`src/rtl/ensc_pkg.sv`:
```
// ----------------------------------------------------------------------------
// ensc_pkg
// Shared types, constants and arithmetic helpers for the environmental
// sensor compensation pipeline.
// ----------------------------------------------------------------------------
`default_nettype none

package ensc_pkg;

  // configuration register indexes
  typedef enum logic [2:0] {
    CFG_CAL_TEMP    = 3'd0,
    CFG_CAL_PRESS_A = 3'd1,
    CFG_CAL_PRESS_B = 3'd2,
    CFG_CAL_PRESS_C = 3'd3,
    CFG_CAL_HUM_A   = 3'd4,
    CFG_CAL_HUM_B   = 3'd5,
    CFG_TEMP_OFFSET = 3'd6
  } cfg_idx_t;

  // compensation constants
  localparam logic [63:0] C_P_TREF   = 64'd128000;
  localparam logic [31:0] C_H_TREF   = 32'd76800;
  localparam logic [63:0] C_P_FULL   = 64'd1048576;
  localparam logic [63:0] C_P_SCALE  = 64'd3125;
  localparam logic [31:0] C_H_MAX    = 32'd419430400;
  localparam logic [31:0] C_H_RND_A  = 32'd16384;
  localparam logic [31:0] C_H_E_OFS  = 32'd2097152;
  localparam logic [31:0] C_H_RND_F  = 32'd8192;
  localparam logic [31:0] C_H_C_OFS  = 32'd32768;
  localparam logic [31:0] C_T_RND    = 32'd128;
  localparam logic [63:0] C_P_BIAS   = 64'h0000_8000_0000_0000;
  localparam int unsigned DIV_BITS   = 64;
  localparam int unsigned FRONT_DEPTH = 12;
  localparam int unsigned BACK_DEPTH  = 5;

  // unpacked calibration coefficients
  typedef struct packed {
    logic [15:0] t1;
    logic [15:0] t2;
    logic [15:0] t3;
    logic [15:0] p1;
    logic [15:0] p2;
    logic [15:0] p3;
    logic [15:0] p4;
    logic [15:0] p5;
    logic [15:0] p6;
    logic [15:0] p7;
    logic [15:0] p8;
    logic [15:0] p9;
    logic [7:0]  h1;
    logic [15:0] h2;
    logic [7:0]  h3;
    logic [11:0] h4;
    logic [11:0] h5;
    logic [7:0]  h6;
    logic [14:0] offset;
  } cal_t;

  // values that ride along with the divider
  typedef struct packed {
    logic [15:0] tcs;
    logic [15:0] tas;
    logic        neg;
    logic        pvalid;
    logic [31:0] hva;
    logic [31:0] hs;
  } side_t;

  // one divider cell's working set
  typedef struct packed {
    logic [63:0] rem;
    logic [63:0] nq;
    logic [63:0] dvs;
    side_t       side;
  } div_t;

  // one finished result
  typedef struct packed {
    logic [15:0] temp_centi;
    logic [15:0] temp_adjusted_centi;
    logic [31:0] pressure_q24_8;
    logic        pressure_valid;
    logic [16:0] humidity_q22_10;
  } item_t;

  // three 32x32 partial products of a 64-bit wrapping product
  typedef struct packed {
    logic [63:0] ll;
    logic [31:0] lh;
    logic [31:0] hl;
  } pp_t;

  function automatic logic [31:0] asr32(input logic [31:0] x, input int unsigned sh);
    return $signed(x) >>> sh;
  endfunction

  function automatic logic [63:0] asr64(input logic [63:0] x, input int unsigned sh);
    return $signed(x) >>> sh;
  endfunction

  function automatic logic [31:0] mul32(input logic [31:0] a, input logic [31:0] b);
    return a * b;
  endfunction

  function automatic logic [31:0] sx32_16(input logic [15:0] x);
    return {{16{x[15]}}, x};
  endfunction

  function automatic logic [31:0] sx32_12(input logic [11:0] x);
    return {{20{x[11]}}, x};
  endfunction

  function automatic logic [31:0] sx32_8(input logic [7:0] x);
    return {{24{x[7]}}, x};
  endfunction

  function automatic logic [63:0] sx64_16(input logic [15:0] x);
    return {{48{x[15]}}, x};
  endfunction

  function automatic pp_t pp(input logic [63:0] a, input logic [63:0] b);
    pp_t r;
    r.ll = {32'd0, a[31:0]} * {32'd0, b[31:0]};
    r.lh = a[31:0] * b[63:32];
    r.hl = a[63:32] * b[31:0];
    return r;
  endfunction

  function automatic logic [63:0] pp_sum(input pp_t p);
    logic [31:0] hi;
    hi = p.lh + p.hl;
    return p.ll + {hi, 32'd0};
  endfunction

  // saturate a 33-bit signed value to 16 bits
  function automatic logic [15:0] sat16(input logic [32:0] v);
    logic [15:0] r;
    if ($signed(v) > 33'sd32767) begin
      r = 16'h7fff;
    end else if ($signed(v) < -33'sd32768) begin
      r = 16'h8000;
    end else begin
      r = v[15:0];
    end
    return r;
  endfunction

endpackage

`default_nettype wire

```
`src/rtl/ensc_div_cell.sv`:
```
// ----------------------------------------------------------------------------
// ensc_div_cell
// One restoring division step: shifts one dividend bit into the partial
// remainder and produces one quotient bit.
// ----------------------------------------------------------------------------
`default_nettype none

module ensc_div_cell (
  input  wire logic           clk,
  input  wire logic           rst_n,
  input  wire logic           en,
  input  wire logic           in_v,
  input  wire ensc_pkg::div_t in_d,
  output logic                out_v,
  output ensc_pkg::div_t      out_d
);

  logic           v_r;
  ensc_pkg::div_t d_r;
  ensc_pkg::div_t d_nxt;
  logic [64:0]    sh;
  logic           ge;

  // trial subtract of the divisor
  always_comb begin
    sh        = {in_d.rem, in_d.nq[63]};
    ge        = (sh >= {1'b0, in_d.dvs});
    d_nxt     = in_d;
    d_nxt.rem = ge ? 64'(sh - {1'b0, in_d.dvs}) : sh[63:0];
    d_nxt.nq  = {in_d.nq[62:0], ge};
  end

  always_ff @(posedge clk) begin
    if (!rst_n) begin
      v_r <= 1'b0;
    end else if (en) begin
      v_r <= in_v;
    end
  end

  always_ff @(posedge clk) begin
    if (en) begin
      d_r <= d_nxt;
    end
  end

  assign out_v = v_r;
  assign out_d = d_r;

endmodule

`default_nettype wire

```
`config.mk`:
```
export PLATFORM = sky130hd
export DESIGN_NAME = ensc_div_cell
export DESIGN_NICKNAME = d
export VERILOG_FILES = /design/src/rtl/ensc_pkg.sv /design/src/rtl/ensc_div_cell.sv
export SDC_FILE = /design/constraint.sdc
export NUM_CORES = 1
export LEC_CHECK = 0
export ABC_CLOCK_PERIOD_IN_PS = 4300
export BUFFER_PORTS_ARGS = -buffer_cell sky130_fd_sc_hd__buf_2
export CAP_MARGIN = 20
export CORE_AREA = 2 2 230 232
export DETAILED_ROUTE_END_ITERATION = 7
export DIE_AREA = 0 0 232 234
export GPL_TIMING_DRIVEN = 0
export PLACE_DENSITY = 0.46
export SYNTH_ARGS = -nofsm -noshare
export SYNTH_HDL_FRONTEND = slang
export SYNTH_SLANG_ARGS = --single-unit
```
`constraint.sdc`:
```
create_clock -name clk -period 4.3 [get_ports clk]
set_input_delay 0.86 -clock clk [delete_from_list [all_inputs] [get_ports clk]]
set_output_delay 0.86 -clock clk [all_outputs]
set_load 0.005 [all_outputs]
```
======== After elaboration in Yosys (flattened, before gate mapping) ========
Index checks and enable logic that the tools add are counted.
cells by class
  $add $sub $neg .......................... 1
  multipliers ............................. 0
  divide/modulo/power cells ............... 0
  $lt $le $gt $ge ......................... 1
  equal/unequal tests ..................... 0
  shift operators ......................... 0
  mux-type cells .......................... 1
  bitwise operators ....................... 0
  reductions and logical operators ........ 0
operators with widths
  cell                            number
  >= comparator 65 x 64 -> 1 bit  1
  two-way mux 64 bit              1
  subtractor 64 bit               1
word-level totals
  register bits ........................... 291
  bits in latches ......................... 0
  RAM bits ................................ 0
  bits in read-only memories .............. 0
  output and inout port bits .............. 291
  logic and storage cells ................. 13
  memories kept ........................... 0

======== Longest topological paths before layout ========
  depth in word-level cells ............... 2
  depth in mapped cells ................... 16

======== Worst setup path after synthesis ========
Ideal clock, no wire load.
  path type ............................... input-to-reg
  from .................................... input port in_d[130] (netlist bit)
  to ...................................... register d_r, in the netlist out_d[289], data pin
  library setup time ...................... 0.262 ns
  data arrival time ....................... 3.314 ns
  data required time ...................... 4.038 ns
  setup slack ............................. 0.723 ns
  stages on the path ...................... 11
  path through ............................ inv_1 ha_1 buf_2 nand4_1 or3_1 a311o_1 o41ai_4 a41oi_2 o211ai_2 xor2_1 mux2_1
RTL lines
  what                  line                 source
  from (decl)           ensc_div_cell.sv:13  input wire ensc_pkg::div_t in_d,
  to (signal assigned)  ensc_div_cell.sv:43  d_r <= d_nxt;
  to (decl)             ensc_div_cell.sv:19  ensc_pkg::div_t d_r;

==> impl_metrics.yaml <==
yosys:
  synth_xor_area_share_pct: 3.67
  synth_top_family_by_area: "compound AO/OA/AOI/OAI gates"
  syn_nets: 1404
  synthTopCellsByCount: "290 x edfxtp_1, 111 x a21oi_1, 79 x inv_1"
  synth_top_area_share_pct: 64.0
  synth_edf_count: 290
  synth_warnings: 0
  yosys.area_share.simple_pct: 7.81
  yosys.area_share.adder_pct: 6.04
  synthMuxAreaShare_pct: 1.39
  yosysMostFrequentCell: "edfxtp_1"
  seq_area_frac_synth_pct: 64.2
  synth_top_flop_cell: "edfxtp_1"
  ys_top_cells_by_area: "edfxtp_1 64%, ha_1 5.9%, a21oi_1 4.1%"
  syn_avg_cell_area_um2: 13.0
  syn_inst: 1045
  synth_compound_area_share_pct: 13.3
  ys_ff_latch: 291
  ys_types: 67
  netlist_area_mm2: 0.0136
  ys_async_sr_fraction_pct: 0
  synth_largest_area_cell: "edfxtp_1"
flow_run:
  maxCapViolations: 0
power:
  power_density_mw_per_mm2: 434
  ir_worst_vdd_v: 0.000295
  p_leak_nw: 8.15
drt:
  drtIter0Drc: 537
  vias: 10752
  drc: 0
  routed_wl_um: 52100
  ant_nets: 0
  viasPerCell: 4.51
  first_pass_iters: 5
  wire_per_inst_um: 21.8
critical_path:
  r2r_setup_slack_ns: 3.71
  required_ns: 4.59
  start_kind: "input port"
  crit_fanout: 5
  crit_path_start: "in_d[98]"
  r2r_cells: 2
  crit_arrival_ns: 4.29
  path_class: "in -> reg"
  regToRegEndpoint: "out_v$_SDFFE_PN0P_"
  worst_setup_path_end_kind: "flop"
  r2r_start: "out_v$_SDFFE_PN0P_"
clock_tree:
  clk_latency_ns: 0.55
  ctsHoldBuffers: 0
  tritoncts: "built"
  ctsResizeCount: 0
  cts.clk_slew.worst_paths_ns: 0.06
  clock_tree.buffer_depth: 3
  clkSinkCount: 291
  cts_buffers: 36
  htree_levels: 2
  root_buffer: "clkbuf_16"
  cts_setup_buffers: 0
place:
  portBuffers: 584
  dp_slack_ns: -0.417
  gp_congestion: 0.877
  dp_cells: 2319
  dp_hpwl_um: 42100
min_path:
  whs_endpoint: "out_d[11]$_DFFE_PP_"
  min_path_type: "in -> reg"
  min_from: "in_d[11]"
  hold_path_depth: 1
layout:
  layout.cells.non_filler: 2386
  area_growth_pct: 37.1
  nNetsFinal: 2028
  drive_gt1_share_pct: 41.3
  fin_util_pct: 35.8
status:
  status: "finished clean"
floorplan:
  dieArea_mm2: 0.0543
  pin_count: 585
  initial_utilization_pct: 26.1
  die_h_um: 234
  rows: 84
  core-area_mm2: 0.0520
  fp.dieW_um: 232
global_routing:
  grt_max_degree: 108
  antenna_found_initial: 17
  grt_pass1_wl_um: 71400
  grt_util_all_layers_pct: 18.2
  grt_pass1_vias: 10646
  grt_overflow: 0
timing:
  setup_viol_count_final: 0
  finalCriticalPeriod_ns: 4.00
  fin_ws_ns: 0.301
  slew_viol_final: 0
  finalHoldViolCount: 0
  timing.final.crit_share_pct: 93.0
  worst_slew_margin_rel_pct: 44.9
  fin_hold_ws_ns: 0.484
  rsz0062_at_grt: "false"
  skew_ns: 0
  max_slew.worst_pin.slew_ns: 0.827
  fmax_mhz: 250
-- state kept, by name (all words and copies together) (netlist names) --
signal,cells
out_d,290
out_v,1
-- placed cells by master (no fill, tap or decap), drive strengths merged, types with 14 or more instances in the layout --
master,n
a21oi,123
edfxtp,290
clkbuf,54
a21o,37
xnor2,37
buf,606
ha,64
mux2,15
o21ai,46
nand2,60
nor2,86
inv,83
nand4,15
xor2,20
clkinv,14
-- worst max path at each step --
| stage | slack (ns) | endpoint | depth (start not counted) |
|---|---|---|---|
| after CTS | 0.14 | out_d[285]$_DFFE_PP_ | 13 |
| after global placement | -2.20 | out_v$_SDFFE_PN0P_ | 3 |
| after global routing | 0.09 | out_d[285]$_DFFE_PP_ | 13 |
| after detailed placement | -0.42 | out_d[285]$_DFFE_PP_ | 13 |
| after floorplan | 0.72 | out_d[289]$_DFFE_PP_ | 11 |
| final | 0.30 | out_d[278]$_DFFE_PP_ | 13 |
-- through the flow --
step           cell area [um2]  TNS, ns  power (mW)
6_report                 18600        0        8.09
5_1_grt                  18600        0        8.46
4_1_cts                  18600        0        8.23
3_5_place_dp             17400    -8.90        5.04
3_3_place_gp             17400  -603.43        5.06
2_1_floorplan            13600        0        4.27
-- final cells by class --
type	instances	area, um2
clock inverter	23	250
antenna	4	10.0
timing repair buffer	586	2990
multi-input combinational	641	4380
clock buffer	40	937
tap	688	861
buffer	34	188
fill	5283	33400
inverter	79	297
sequential	291	8730
-- layer usage --
metal | wire [um] | vias up | share of wire (%) | GRT usage [%]
met5 | 145 | - | 0.28 | 0
met4 | 1230 | 22 | 2.4 | 4.83
met3 | 4180 | 74 | 8.0 | 6.37
met2 | 27100 | 361 | 52 | 33.5
met1 | 19400 | 5160 | 37 | 19.7
li1 | - | 5135 | - | -
-- worst max-delay path, cell delays in order --
cell and delay [ns]:
buf_2 0.11, ha_1 0.23, fa_1 0.41, nor2b_1 0.17, o21bai_1 0.11, a21oi_1 0.25, o31ai_2 0.19, o21ai_1 0.46
a31oi_2 0.25, o31ai_1 0.57, a21oi_1 0.26, mux2i_1 0.17, a41o_1 0.24
-- report_power, final --
group	total (mW)	switching, mW	leakage [nW]	internal (mW)
Clock	3.13	1.26	0.587	1.87
Sequential	3.52	0.0633	2.85	3.45
Combinational	1.44	0.832	4.71	0.606
-- cell families (layout without fill, tap and decap cells) --
logic type / count (synthesis) / in the layout
multiplexers: 17 / 17
XOR/XNOR: 57 / 57
flip-flops: 291 / 291
adder cells (fa/ha/maj): 65 / 65
AND/OR/NAND/NOR: 224 / 224
AO/OA/AOI/OAI: 278 / 278
buffers and inverters: 113 / 762
other: 0 / 4
Power figures use the tool's default switching activity.
